==> src/rtl/nta_pkg.sv <==
// Package with shared types and constants of the automaton table acceptor.
`default_nettype none

package nta_pkg;

    // Field widths of the request and response words
    localparam int OP_W      = 4;
    localparam int SLOT_W    = 4;
    localparam int CHAR_W    = 8;
    localparam int STATUS_W  = 2;
    localparam int SET_OUT_W = 10;

    // Symbol alphabet: a-z, A-Z, 0-9
    localparam int LETTER_N  = 26;
    localparam int DIGIT_N   = 10;
    localparam int SYM_N     = 2 * LETTER_N + DIGIT_N;
    localparam int SYM_IDX_W = $clog2(SYM_N);

    localparam logic [CHAR_W-1:0] CH_LOWER_A = 8'h61;
    localparam logic [CHAR_W-1:0] CH_UPPER_A = 8'h41;
    localparam logic [CHAR_W-1:0] CH_DIGIT_0 = 8'h30;
    localparam logic [CHAR_W-1:0] CH_LOWER_Z = CH_LOWER_A + CHAR_W'(LETTER_N - 1);
    localparam logic [CHAR_W-1:0] CH_UPPER_Z = CH_UPPER_A + CHAR_W'(LETTER_N - 1);
    localparam logic [CHAR_W-1:0] CH_DIGIT_9 = CH_DIGIT_0 + CHAR_W'(DIGIT_N - 1);

    localparam logic [SYM_IDX_W-1:0] UPPER_BASE = SYM_IDX_W'(LETTER_N);
    localparam logic [SYM_IDX_W-1:0] DIGIT_BASE = SYM_IDX_W'(2 * LETTER_N);

    // Command queue between front and back (depth is a power of two)
    localparam int QUEUE_DEPTH = 2;
    localparam int QPTR_W      = $clog2(QUEUE_DEPTH);

    typedef enum logic [OP_W-1:0] {
        OP_CLEAR        = 4'd0,
        OP_CREATE       = 4'd1,
        OP_DELETE       = 4'd2,
        OP_LINK_ADD     = 4'd3,
        OP_LINK_REMOVE  = 4'd4,
        OP_UNLINK_ALL   = 4'd5,
        OP_SET_INIT     = 4'd6,
        OP_TOGGLE_FINAL = 4'd7,
        OP_RUN_START    = 4'd8,
        OP_RUN_SYMBOL   = 4'd9,
        OP_RUN_END      = 4'd10
    } op_t;

    typedef enum logic [STATUS_W-1:0] {
        ST_OK       = 2'd0,
        ST_REFUSED  = 2'd1,
        ST_REJECTED = 2'd2,
        ST_NO_INIT  = 2'd3
    } status_t;

    // Classified command as it travels through the queue
    typedef struct packed {
        op_t                  op;
        logic [SLOT_W-1:0]    src;
        logic [SLOT_W-1:0]    dst;
        logic                 src_ok;
        logic                 dst_ok;
        logic [SYM_IDX_W-1:0] sym_idx;
        logic                 sym_ok;
    } cmd_t;

    typedef struct packed {
        logic valid;
        cmd_t cmd;
    } q_entry_t;

endpackage

`default_nettype wire

==> src/rtl/nta_req_if.sv <==
// Request channel: one operation word per handshake.
`default_nettype none

interface nta_req_if;
    logic                        valid;
    logic                        ready;
    logic [nta_pkg::OP_W-1:0]    operation;
    logic [nta_pkg::SLOT_W-1:0]  source_state;
    logic [nta_pkg::SLOT_W-1:0]  target_state;
    logic [nta_pkg::CHAR_W-1:0]  symbol;

    modport source (output valid, operation, source_state, target_state, symbol,
                    input ready);
    modport sink (input valid, operation, source_state, target_state, symbol,
                  output ready);
endinterface

`default_nettype wire

==> src/rtl/nta_front.sv <==
// Front end: accepts request words, decodes the operation, range-checks slots, maps the symbol.
`default_nettype none

module nta_front #(
    parameter int NUM_SLOTS = 10
) (
    nta_req_if.sink              req,
    output nta_pkg::q_entry_t    push,
    input  logic                 push_ready
);
    import nta_pkg::*;

    localparam logic [SLOT_W:0] SLOT_LIMIT = (SLOT_W + 1)'(NUM_SLOTS);

    assign req.ready = push_ready;

    always_comb
    begin
        push.valid       = req.valid;
        push.cmd.op      = op_t'(req.operation);
        push.cmd.src     = req.source_state;
        push.cmd.dst     = req.target_state;
        push.cmd.src_ok  = {1'b0, req.source_state} < SLOT_LIMIT;
        push.cmd.dst_ok  = {1'b0, req.target_state} < SLOT_LIMIT;
        push.cmd.sym_idx = '0;
        push.cmd.sym_ok  = 1'b1;

        // Character to symbol bit index; anything else is no symbol
        if (req.symbol inside {[CH_LOWER_A : CH_LOWER_Z]})
        begin
            push.cmd.sym_idx = SYM_IDX_W'(req.symbol - CH_LOWER_A);
        end
        else if (req.symbol inside {[CH_UPPER_A : CH_UPPER_Z]})
        begin
            push.cmd.sym_idx = SYM_IDX_W'(req.symbol - CH_UPPER_A) + UPPER_BASE;
        end
        else if (req.symbol inside {[CH_DIGIT_0 : CH_DIGIT_9]})
        begin
            push.cmd.sym_idx = SYM_IDX_W'(req.symbol - CH_DIGIT_0) + DIGIT_BASE;
        end
        else
        begin
            push.cmd.sym_ok = 1'b0;
        end
    end

endmodule

`default_nettype wire

==> src/flat_wrapper.sv <==
// flat-port wrapper written by rule: the top's interface ports become plain ports
module nta_front_flat import nta_pkg::*;
#(
    parameter int NUM_SLOTS = 10
)
  (push, push_ready, req_valid, req_operation, req_source_state, req_target_state, req_symbol, req_ready);
  nta_req_if req_i ();
  output nta_pkg::q_entry_t push;
  input  logic push_ready;
  input wire logic [$bits(req_i.valid)-1:0] req_valid;
  input wire logic [$bits(req_i.operation)-1:0] req_operation;
  input wire logic [$bits(req_i.source_state)-1:0] req_source_state;
  input wire logic [$bits(req_i.target_state)-1:0] req_target_state;
  input wire logic [$bits(req_i.symbol)-1:0] req_symbol;
  output wire logic [$bits(req_i.ready)-1:0] req_ready;
  assign req_i.valid = req_valid;
  assign req_i.operation = req_operation;
  assign req_i.source_state = req_source_state;
  assign req_i.target_state = req_target_state;
  assign req_i.symbol = req_symbol;
  assign req_ready = req_i.ready;
  nta_front #(.NUM_SLOTS(NUM_SLOTS)) u_core (.req(req_i), .push(push), .push_ready(push_ready));
endmodule
==> config.mk <==
export PLATFORM = sky130hd
export DESIGN_NAME = nta_front_flat
export DESIGN_NICKNAME = d
export VERILOG_FILES = /design/src/rtl/nta_pkg.sv /design/src/rtl/nta_req_if.sv /design/src/rtl/nta_front.sv /design/src/flat_wrapper.sv
export SDC_FILE = /design/constraint.sdc
export NUM_CORES = 1
export LEC_CHECK = 0
export BUFFER_PORTS_ARGS = -buffer_cell sky130_fd_sc_hd__buf_2
export CAP_MARGIN = 20
export CORE_MARGIN = 2
export CORE_UTILIZATION = 38
export DETAILED_ROUTE_END_ITERATION = 8
export PLACE_DENSITY = 0.83
export SLEW_MARGIN = 20
export SYNTH_ARGS = -nofsm -noshare
export SYNTH_HDL_FRONTEND = slang
export SYNTH_SLANG_ARGS = --single-unit
==> constraint.sdc <==
create_clock -name vclk -period 1.47
set_input_delay 0.147 -clock vclk [all_inputs]
set_output_delay 0.147 -clock vclk [all_outputs]
set_load 0.03 [all_outputs]
==> run_results.csv <==
group,metric,value,unit
floorplanning,fp.coreArea,1470,µm²
global_route,grt_pass1_vias,764,
synthesis,ys_seq_area_share,0,%
timing,fmax,553,MHz
critical_path,critical_path_class,"input port to output port",
timing,fin_crit_sh,123,%
place,dp_cells,134,
critical_path,worst-path-buf-inv,4,
cells_and_area,final_nets,157,
route,routed_via_density,5.44,
critical_path,cp.required,1320,ps
timing,rsz0062_at_grt,"true",
critical_path,slowest_stage,"a222oi_1",
route,drt-total-wl,2.18,mm
power_and_ir_drop,power.density,324,nW/µm²
synthesis,syn-cell-area,583,µm²
timing,slew_violations,0,
route,drtIter0Drc,16,
global_route,grtUsageTotal,20.4,%
synthesis,ys.warnings.count,0,
timing,worst_slack,-340,ps
synthesis,syn_inst,80,
run_status,violations,"setup timing",
synthesis,avgSynthCellArea,7.29,µm²
cells_and_area,antenna_cells,0,
timing,finalSetupViolCount,7,
route,wl_per_cell,15.5,µm
timing,tightest_slew,390,ps
global_route,grt_max_degree,7,
place,dpl.hpwl,1.37,mm
critical_path,critical_path_peak_fanout,6,
global_route,grt_pass1_wl,3.05,mm
place,place_congestion,0.883,
timing,final.setup.tns,-1650,ps
timing,relSlewSlack,74.0,%
floorplanning,rows,14,
floorplanning,die_h,43.2,µm
place,placed_cell_area,853,µm²
cells_and_area,final_util,75.3,%
place,pre_cts_slack,-463,ps
timing,hold_violations,0,
floorplanning,ios,45,
synthesis,ys_types,33,
synthesis,yosys-top-cells-count,"buf_4, ha_1, inv_1",
cells_and_area,drive_gt1_share,74.2,%
route,firstDrtPassIters,4,
synthesis,synth_top_area_share,19.3,%
global_route,overflow,0,
cells_and_area,clkbuf_count,0,
cells_and_area,seq_cells,0,
cells_and_area,design_area,1110,µm²
critical_path,arrival,1660,ps
floorplanning,die-area,1860,µm²
critical_path,endpoint_kind,"output port",
flow_run,maxCapViolCount,0,
power_and_ir_drop,p_total,359,µW
timing,min_period,1810,ps
floorplanning,die_w,43.2,µm
global_route,antenna_found_initial,0,
route,ant_nets,0,
floorplanning,start_util,39.6,%
critical_path,crit_chain,"buf_8 -> inv_8 -> ha_4 -> nand2b_4 -> a211o_1 -> and3_4 -> a222oi_1 -> inv_2 -> buf_6",
synthesis,yosys.area.top_type,"ha_1",
synthesis,synth_nets,111,
cells_and_area,instances_no_fill,140,
worst_hold_path,hold_class,"input port to output port",
power_and_ir_drop,power_leakage,0.515,nW
cells_and_area,synthToLayoutAreaGrowth,89.9,%
critical_path,slowest_delay,400,ps
critical_path,worst_path_dominant_cell_family,"compound AO/OA/AOI/OAI gates",
route,vias,762,
power_and_ir_drop,peakVddDrop,0.190,mV
cells_and_area,layout.area.seq,0,µm²
run_status,status,"complete, but fails checks",
synthesis,synth.most_common_cell,"buf_4",
synthesis,synth_area_leaders,"ha_1, buf_4, a21oi_1",
route,drc,0,
timing,whs,294,ps
place,placement.io_buffers,29,
critical_path,start_kind,"input port",
-- layout make-up --
class | count | area (µm²)
Multi-Input combinational cell | 56 | 581
Timing Repair Buffer | 60 | 462
Fill cell | 102 | 364
Inverter | 8 | 45.0
Tap cell | 16 | 20.0
-- kinds of logic after synthesis --
kind of cell	after synthesis	synth area share, %
buffers and inverters	24	25.8
AND/OR/NAND/NOR	22	21.9
AO/OA/AOI/OAI	21	27.0
adder cells (fa/ha/maj)	9	19.3
XOR/XNOR	4	6.01
-- worst paths after layout --
check / start / end / slack, ps / depth (start not counted)
max: req_symbol[1] / push[4] / -340 / 9
min: req_source_state[0] / push[13] / 290 / 0
-- report_power, final --
part / internal, mW / switching, mW / total, mW / leakage [nW]
logic: 0.174 / 0.185 / 0.359 / 0.515
clock network: 0 / 0 / 0 / 0
registers: 0 / 0 / 0 / 0
-- placed cells by master (no fill, tap or decap), types with 2 or more instances in the layout --
master,instances
a221oi_2,2
ha_2,3
ha_1,2
nand4b_1,2
a21oi_2,3
ha_4,4
buf_6,11
buf_4,29
buf_8,2
inv_1,3
nor3_2,2
nand2_1,7
xnor2_1,3
a21oi_1,3
inv_2,2
o21ai_0,2
buf_2,18
-- per-layer routing --
metal,vias up,GRT usage [%],wire [µm]
met5,-,0,0
li1,366,-,-
met1,353,21.3,793
met3,9,1.70,107
met4,0,1.21,92
met2,34,43.9,1180
-- repair_timing --
item                       4_1_cts  5_1_grt
hold buffers                     0        0
setup endpoints to repair        7        7
cloned                           0        0
setup buffers                    3        4
pin swaps                       11        8
gates resized for setup         46       12
(Power assumes the default switching activity.)
