## config.mk

```make
export PLATFORM = sky130hd
export DESIGN_NAME = nta_queue
export DESIGN_NICKNAME = d
export VERILOG_FILES = /design/src/rtl/nta_pkg.sv /design/src/rtl/nta_queue.sv
export SDC_FILE = /design/constraint.sdc
export NUM_CORES = 1
export LEC_CHECK = 0
export ABC_AREA = 0
export BUFFER_PORTS_ARGS = -buffer_cell sky130_fd_sc_hd__buf_2
export CORE_ASPECT_RATIO = 0.6
export CORE_MARGIN = 2
export CORE_UTILIZATION = 40
export CTS_CLUSTER_DIAMETER = 40
export DETAILED_ROUTE_END_ITERATION = 10
export GPL_ROUTABILITY_DRIVEN = 1
export GPL_TIMING_DRIVEN = 0
export HOLD_SLACK_MARGIN = 0.02
export PLACE_DENSITY = 0.66
export SYNTH_ARGS = -nofsm -noshare
export SYNTH_HDL_FRONTEND = slang
export SYNTH_SLANG_ARGS = --single-unit
export TNS_END_PERCENT = 30
```

## constraint.sdc

```tcl
create_clock -name clk -period 1.8 [get_ports clk]
set_input_delay 0.36 -clock clk [delete_from_list [all_inputs] [get_ports clk]]
set_output_delay 0.36 -clock clk [all_outputs]
set_load 0.02 [all_outputs]
```

## src/rtl/nta_pkg.sv

```systemverilog
// Package with shared types and constants of the automaton table acceptor.
`default_nettype none

package nta_pkg;

    // Field widths of the request and response words
    localparam int OP_W      = 4;
    localparam int SLOT_W    = 4;
    localparam int CHAR_W    = 8;
    localparam int STATUS_W  = 2;
    localparam int SET_OUT_W = 10;

    // Symbol alphabet: a-z, A-Z, 0-9
    localparam int LETTER_N  = 26;
    localparam int DIGIT_N   = 10;
    localparam int SYM_N     = 2 * LETTER_N + DIGIT_N;
    localparam int SYM_IDX_W = $clog2(SYM_N);

    localparam logic [CHAR_W-1:0] CH_LOWER_A = 8'h61;
    localparam logic [CHAR_W-1:0] CH_UPPER_A = 8'h41;
    localparam logic [CHAR_W-1:0] CH_DIGIT_0 = 8'h30;
    localparam logic [CHAR_W-1:0] CH_LOWER_Z = CH_LOWER_A + CHAR_W'(LETTER_N - 1);
    localparam logic [CHAR_W-1:0] CH_UPPER_Z = CH_UPPER_A + CHAR_W'(LETTER_N - 1);
    localparam logic [CHAR_W-1:0] CH_DIGIT_9 = CH_DIGIT_0 + CHAR_W'(DIGIT_N - 1);

    localparam logic [SYM_IDX_W-1:0] UPPER_BASE = SYM_IDX_W'(LETTER_N);
    localparam logic [SYM_IDX_W-1:0] DIGIT_BASE = SYM_IDX_W'(2 * LETTER_N);

    // Command queue between front and back (depth is a power of two)
    localparam int QUEUE_DEPTH = 2;
    localparam int QPTR_W      = $clog2(QUEUE_DEPTH);

    typedef enum logic [OP_W-1:0] {
        OP_CLEAR        = 4'd0,
        OP_CREATE       = 4'd1,
        OP_DELETE       = 4'd2,
        OP_LINK_ADD     = 4'd3,
        OP_LINK_REMOVE  = 4'd4,
        OP_UNLINK_ALL   = 4'd5,
        OP_SET_INIT     = 4'd6,
        OP_TOGGLE_FINAL = 4'd7,
        OP_RUN_START    = 4'd8,
        OP_RUN_SYMBOL   = 4'd9,
        OP_RUN_END      = 4'd10
    } op_t;

    typedef enum logic [STATUS_W-1:0] {
        ST_OK       = 2'd0,
        ST_REFUSED  = 2'd1,
        ST_REJECTED = 2'd2,
        ST_NO_INIT  = 2'd3
    } status_t;

    // Classified command as it travels through the queue
    typedef struct packed {
        op_t                  op;
        logic [SLOT_W-1:0]    src;
        logic [SLOT_W-1:0]    dst;
        logic                 src_ok;
        logic                 dst_ok;
        logic [SYM_IDX_W-1:0] sym_idx;
        logic                 sym_ok;
    } cmd_t;

    typedef struct packed {
        logic valid;
        cmd_t cmd;
    } q_entry_t;

endpackage

`default_nettype wire

```

## src/rtl/nta_queue.sv

```systemverilog
// Short command FIFO between the front end and the execution back end.
`default_nettype none

module nta_queue (
    input  logic                 clk,
    input  logic                 rst_n,
    input  nta_pkg::q_entry_t    push,
    output logic                 push_ready,
    output nta_pkg::q_entry_t    head,
    input  logic                 pop
);
    import nta_pkg::*;

    cmd_t                store_reg [QUEUE_DEPTH];
    logic [QPTR_W-1:0]   wr_ptr_reg;
    logic [QPTR_W-1:0]   rd_ptr_reg;
    logic [QPTR_W:0]     count_reg;
    logic                do_push;
    logic                do_pop;

    assign push_ready = count_reg != (QPTR_W + 1)'(QUEUE_DEPTH);
    assign do_push    = push.valid && push_ready;
    assign do_pop     = pop && (count_reg != '0);

    assign head.valid = count_reg != '0;
    assign head.cmd   = store_reg[rd_ptr_reg];

    // Storage
    always_ff @(posedge clk)
    begin
        if (do_push)
        begin
            store_reg[wr_ptr_reg] <= push.cmd;
        end
    end

    // Pointers and fill count
    always_ff @(posedge clk or negedge rst_n)
    begin
        if (!rst_n)
        begin
            wr_ptr_reg <= '0;
            rd_ptr_reg <= '0;
            count_reg  <= '0;
        end
        else
        begin
            if (do_push)
            begin
                wr_ptr_reg <= wr_ptr_reg + 1'b1;
            end
            if (do_pop)
            begin
                rd_ptr_reg <= rd_ptr_reg + 1'b1;
            end
            if (do_push && !do_pop)
            begin
                count_reg <= count_reg + 1'b1;
            end
            else if (do_pop && !do_push)
            begin
                count_reg <= count_reg - 1'b1;
            end
        end
    end

endmodule

`default_nettype wire

```

==> flow_metrics.env, run 1 <==
export IMPL_status="complete, no violations"
export IMPL_path_class="reg -> out"
export IMPL_die_area_mm2=0.004889
export IMPL_seq_area_frac_synth_pct=78.61
export IMPL_worstPathArrival_ns=1.36
export IMPL_drive_above_1_share_pct=60.71
export IMPL_syn_nets=109
export IMPL_yosysWarnings=0
export IMPL_finalNetCount=165
export IMPL_grt_pass1_vias=853
export IMPL_routed_top_layer="met3"
export IMPL_overflow=0
export IMPL_die_w_um=88.94
export IMPL_n_fill_cell=354
export IMPL_ios=48
export IMPL_diodes=0
export IMPL_cp_max_fo=10
export IMPL_r2r_start="count_reg[0]"
export IMPL_largest_register_ffs=42
export IMPL_finalCritPeriodShare_pct=95.31
export IMPL_ys_ff_latch=46
export IMPL_hold_start="push[17]"
export IMPL_synthesis_area_mm2=0.001732
export IMPL_routed_wl_met3_um=240
export IMPL_timing_rr_end="store_reg[0][14]"
export IMPL_register_area_mm2=0.001363
export IMPL_grt_pass1_wl_um=3988
export IMPL_fin_skew_ns=0.007071
export IMPL_min_path_type="in -> reg"
export IMPL_initial_core_util_pct=41.79
export IMPL_tightest_slew_ns=0.6134
export IMPL_p_leak_nw=0.8338
export IMPL_vdd_drop_max_v=0.0007289
export IMPL_grt_max_degree=22
export IMPL_final_max_slew_viol_count=0
export IMPL_cts_buffer_depth=2
export IMPL_p_total_mw=3.636
export IMPL_relSlewSlack_pct=59.01
export IMPL_syn_to_final_growth_pct=26.08
export IMPL_wl_met2_um=1203
export IMPL_root_buffer="clkbuf_8"
export IMPL_postSynthCellCount=83
export IMPL_end_kind="primary output"
export IMPL_setup_tns_ns=0
export IMPL_worstRegToRegCells=3
export IMPL_cts_max_level=2
export IMPL_rsz0062_at_grt="false"
export IMPL_hold_end="store_reg[0][17]"
export IMPL_cts_tree="yes"
export IMPL_ys_types=14
export IMPL_required_ns=1.44
export IMPL_setup_violations=0
export IMPL_period_minus_slack_ns=1.716
export IMPL_coreArea_mm2=0.004144
export IMPL_final_hold_violation_count=0
export IMPL_antenna_found_initial=0
export IMPL_cts_made_buffers=5
export IMPL_dr_pass1_iters=2
export IMPL_drt_iter0_markers=27
export IMPL_multiInputGateArea_um2=352.8
export IMPL_wl_per_cell_um=13.49
export IMPL_syn_avg_cell_area_um2=20.86
export IMPL_wl_met1_um=1255
export IMPL_place_gp_congestion=0.7442
export IMPL_rows=18
export IMPL_grt_use_total_pct=11.86
export IMPL_r2r_setup_slack_ns=0.24
export IMPL_port_buffers=47
export IMPL_via_per_inst=4.415
export IMPL_powerDensity_mw_per_mm2=1665
export IMPL_clock_fmax_mhz=582.9
export IMPL_maxCapViolCount=0
export IMPL_drtAntennaViolNets=0
export IMPL_min_path_cells=1
export IMPL_drc=0
export IMPL_clock_sinks=46
export IMPL_clk_latency_ns=0.29
export IMPL_path_clk_slew_ns=0.09
export IMPL_start_kind="flip-flop"
export IMPL_dr_total_vias=883
export IMPL_die_h_um=54.97
export IMPL_routed_wl_um=2698
[logic make-up (layout without fill, tap and decap cells)]
group         count (synthesis)  in the layout  synth area share (%)
mux                          21             21                 13.66
flops                        46             46                 78.61
fa+ha+maj                     1              1                0.7224
simple gates                  7              7                 2.962
xor+xnor                      5              5                 2.529
buf+inv                       3             60                 1.517
[metal layers]
metal | global-route usage [%] | up-vias
met5 | 0 | -
li1 | - | 424
met2 | 18.16 | 33
met4 | 2.985 | 0
met1 | 14.75 | 426
met3 | 6.825 | 0
[cell type report]
| cell class | instances | area share, % |
|---|---|---|
| multi-input combinational | 34 | 16.16 |
| clock inverter | 3 | 2.063 |
| buffer | 2 | 1.032 |
| inverter | 1 | 0.1719 |
| sequential | 46 | 62.41 |
| timing repair buffer | 49 | 11.58 |
| tap | 60 | 3.438 |
| clock buffer | 5 | 3.152 |
[stage by stage]
stage                     cell area [um2]  setup slack [ns]  cells  util [%]  hold slack [ns]
after floorplan                      1734            0.1569     83         -          0.06441
after global placement               2044          -0.08912    190     49.34           0.1666
after detailed placement             2044           -0.1543    190     49.34           0.1745
after CTS                            2175         -0.009188    199     52.48           0.2411
after global routing                 2183           0.01964    200     52.69           0.2276
final                                2183           0.08441    200     52.69           0.2497
[cells in the mapped netlist]
cell type   n  area, um2
edfxtp_1   42       1261
mux2_2     21      236.5
dfrtp_1     4      100.1
xnor2_1     3      26.28
buf_6       2      22.52
nor2_1      2      7.510
xor2_1      2      17.52
and3_1      1      6.260
ha_1        1      12.51
inv_1       1      3.750
nand2_1     1      3.750
nand2_4     1      11.26
nand2b_4    1      13.76
or2_4       1      8.760
[how the worst max path moves through the flow]
stage	start	to	slack, ns
after CTS	rd_ptr_reg	head[12]	-0.009
after floorplan	count_reg[0]	store_reg[0][0]	0.16
after global placement	count_reg[0]	store_reg[0][18]	-0.09
after global routing	rd_ptr_reg	head[12]	0.02
after detailed placement	count_reg[0]	store_reg[0][19]	-0.15
final	rd_ptr_reg	head[12]	0.08
[repair_timing]
item / in CTS / in global routing
gates cloned: 0 / 0
endpoints found under the hold margin: 4 / 0
endpoints found under the setup margin: 44 / 19
hold buffers: 1 / 0
setup buffers: 0 / 1
gates resized for setup: 2 / 1
[report_power, final]
group / total, mW / switching [mW] / internal, mW
Sequential: 1.57 / 0.0979 / 1.47
Combinational: 1.31 / 0.738 / 0.569
Clock: 0.756 / 0.343 / 0.413
[cell usage in the layout (no fill, tap or decap), drive strengths merged]
cell         instances
and3                 1
buf                 50
bufinv               1
clkbuf               5
clkinvlp             2
dfrtp                4
dlygate4sd3          1
edfxtp              42
ha                   1
inv                  1
mux2                21
nand2                2
nand2b               1
nor2                 2
or2                  1
xnor2                3
xor2                 2
[critical path: stages (launching register included)]
cell and delay, ns:
dfrtp_2 0.39, buf_6 0.16, mux2_2 0.35, buf_2 0.16
Note: power is estimated with default switching activity, not from simulation.
==> run 2, diff against run 1 <==
--- a/config.mk
+++ b/config.mk
@@ -7,15 +7,17 @@
 export LEC_CHECK = 0
 export ABC_AREA = 0
 export BUFFER_PORTS_ARGS = -buffer_cell sky130_fd_sc_hd__buf_2
+export CELL_PAD_IN_SITES_DETAIL_PLACEMENT = 1
+export CELL_PAD_IN_SITES_GLOBAL_PLACEMENT = 2
 export CORE_ASPECT_RATIO = 0.6
 export CORE_MARGIN = 2
-export CORE_UTILIZATION = 40
+export CORE_UTILIZATION = 33
 export CTS_CLUSTER_DIAMETER = 40
 export DETAILED_ROUTE_END_ITERATION = 10
 export GPL_ROUTABILITY_DRIVEN = 1
 export GPL_TIMING_DRIVEN = 0
 export HOLD_SLACK_MARGIN = 0.02
-export PLACE_DENSITY = 0.66
+export PLACE_DENSITY_LB_ADDON = 0.1
 export SYNTH_ARGS = -nofsm -noshare
 export SYNTH_HDL_FRONTEND = slang
 export SYNTH_SLANG_ARGS = --single-unit
==> flow_metrics.env, run 2 (same netlist as run 1, synthesis figures left out) <==
export IMPL_status="complete, no violations"
export IMPL_r2r_start="count_reg[0]"
export IMPL_die_w_um=97.52
export IMPL_tightest_slew_ns=0.6298
export IMPL_hpwl_um=2203
export IMPL_die_h_um=60.11
export IMPL_hold_end="store_reg[1][3]"
export IMPL_grt_use_total_pct=12.01
export IMPL_cts_made_buffers=5
export IMPL_period_minus_slack_ns=1.715
export IMPL_overflow=0
export IMPL_setup_violations=0
export IMPL_fin_area_mm2=0.002157
export IMPL_cp_slowest_stage_delay_ns=0.40
export IMPL_dr_total_vias=917
export IMPL_r2r_setup_slack_ns=0.21
export IMPL_cts_buffer_depth=2
export IMPL_place_gp_congestion=0.6797
export IMPL_n_fill_cell=513
export IMPL_finalCritPeriodShare_pct=95.27
export IMPL_worstPathArrival_ns=1.35
export IMPL_fin_skew_ns=0.004317
export IMPL_rsz0062_at_grt="false"
export IMPL_worstRegToRegCells=3
export IMPL_grt_pass1_wl_um=5099
export IMPL_die_area_mm2=0.005862
export IMPL_drtAntennaViolNets=0
export IMPL_drc=0
export IMPL_port_buffers=47
export IMPL_antenna_found_initial=0
export IMPL_drive_above_1_share_pct=58.57
export IMPL_fin_util_pct=42.67
export IMPL_powerDensity_mw_per_mm2=1617
export IMPL_placed_area_mm2=0.002052
export IMPL_p_leak_nw=0.8241
export IMPL_final_hold_violation_count=0
export IMPL_drt_iter0_markers=21
export IMPL_wl_per_cell_um=15.05
export IMPL_initial_core_util_pct=34.26
export IMPL_path_clk_slew_ns=0.08
export IMPL_register_area_mm2=0.001363
export IMPL_vdd_drop_max_v=0.0005634
export IMPL_required_ns=1.44
export IMPL_clk_latency_ns=0.29
export IMPL_coreArea_mm2=0.005055
export IMPL_routed_wl_um=3101
export IMPL_hold_start="push[3]"
export IMPL_crit_buf_inv=2
export IMPL_syn_to_final_growth_pct=24.57
export IMPL_diodes=0
export IMPL_cp_max_fo=10
export IMPL_multiInputGateArea_um2=352.8
export IMPL_setup_tns_ns=0
export IMPL_maxCapViolCount=0
export IMPL_clock_sinks=46
export IMPL_final_max_slew_viol_count=0
export IMPL_p_total_mw=3.488
export IMPL_start_kind="flip-flop"
export IMPL_cpMaxStageDelayCell="dfrtp_2"
export IMPL_cts_max_level=2
export IMPL_min_path_type="in -> reg"
export IMPL_layout_setup_ws_ns=0.08509
export IMPL_dr_pass1_iters=2
export IMPL_final_common_cell="buf_2"
export IMPL_ios=48
export IMPL_relSlewSlack_pct=57.91
export IMPL_clock_fmax_mhz=583.1
export IMPL_critPathTopFamily="flip-flops"
export IMPL_root_buffer="clkbuf_8"
export IMPL_dp_slack_ns=-0.2023
export IMPL_via_per_inst=4.451
export IMPL_largest_register_ffs=42
export IMPL_grt_pass1_vias=999
export IMPL_rows=20
export IMPL_final_cell_mix="buf_2, edfxtp_1, mux2_2"
export IMPL_cts_tree="yes"
export IMPL_end_kind="primary output"
export IMPL_timing_rr_end="store_reg[0][12]"
export IMPL_finalNetCount=165
export IMPL_min_path_cells=1
export IMPL_crit_chain="buf_6 > mux2_2 > buf_2"
export IMPL_path_class="reg -> out"
export IMPL_grt_max_degree=22
[run 2: cell count changes in the layout (fill, tap and decap cells not counted), sizes merged]
cell and change:
clkinv +3, clkinvlp -2, bufinv -1
[run 2: power breakdown]
group / switching, mW / internal [mW]
clock: 0.318 / 0.259
sequential: 0.106 / 1.48
combinational: 0.760 / 0.570
total: 1.18 / 2.30
[run 2: per-stage QoR]
step | hold WS [ns] | std cells
finish | 0.2545 | 206
global placement | 0.1741 | 196
global route | 0.2377 | 206
CTS | 0.2398 | 205
detailed placement | 0.1807 | 196
floorplan | 0.06441 | 83
[run 2: worst max path at each step]
stage	start	slack, ns	end	cells after the start
final	rd_ptr_reg	0.09	head[5]	3
after CTS	rd_ptr_reg	0.009	head[6]	3
after floorplan	count_reg[0]	0.16	store_reg[0][0]	3
after detailed placement	count_reg[0]	-0.20	store_reg[0][5]	3
after global routing	rd_ptr_reg	0.01	head[3]	3
after global placement	count_reg[0]	-0.18	store_reg[0][5]	3
[run 2: repair_timing]
action                     CTS  global route
setup endpoints to repair   61            19
hold buffers                 1             0
gates resized for setup      3             0
pin swaps                    0             0
hold endpoints to repair     4             0
buffers inserted             0             1
[run 2: layout make-up]
type	count	share of cell area [%]
flip-flops and latches	46	63.17
plain buffers	2	1.044
repair buffers	49	11.72
well taps	66	3.828
clock buffers	5	3.190
multi-input cells	34	16.36
clock inverters	3	0.5220
inverters	1	0.1740
[run 2: metal layers]
metal / vias to the layer above / routed length, um / GRT usage [%]
li1: 426 / - / -
met1: 456 / 1323 / 14.04
met2: 28 / 1566 / 20.39
met3: 7 / 167 / 4.795
met4: 0 / 43 / 4.762
met5: - / 0 / 0
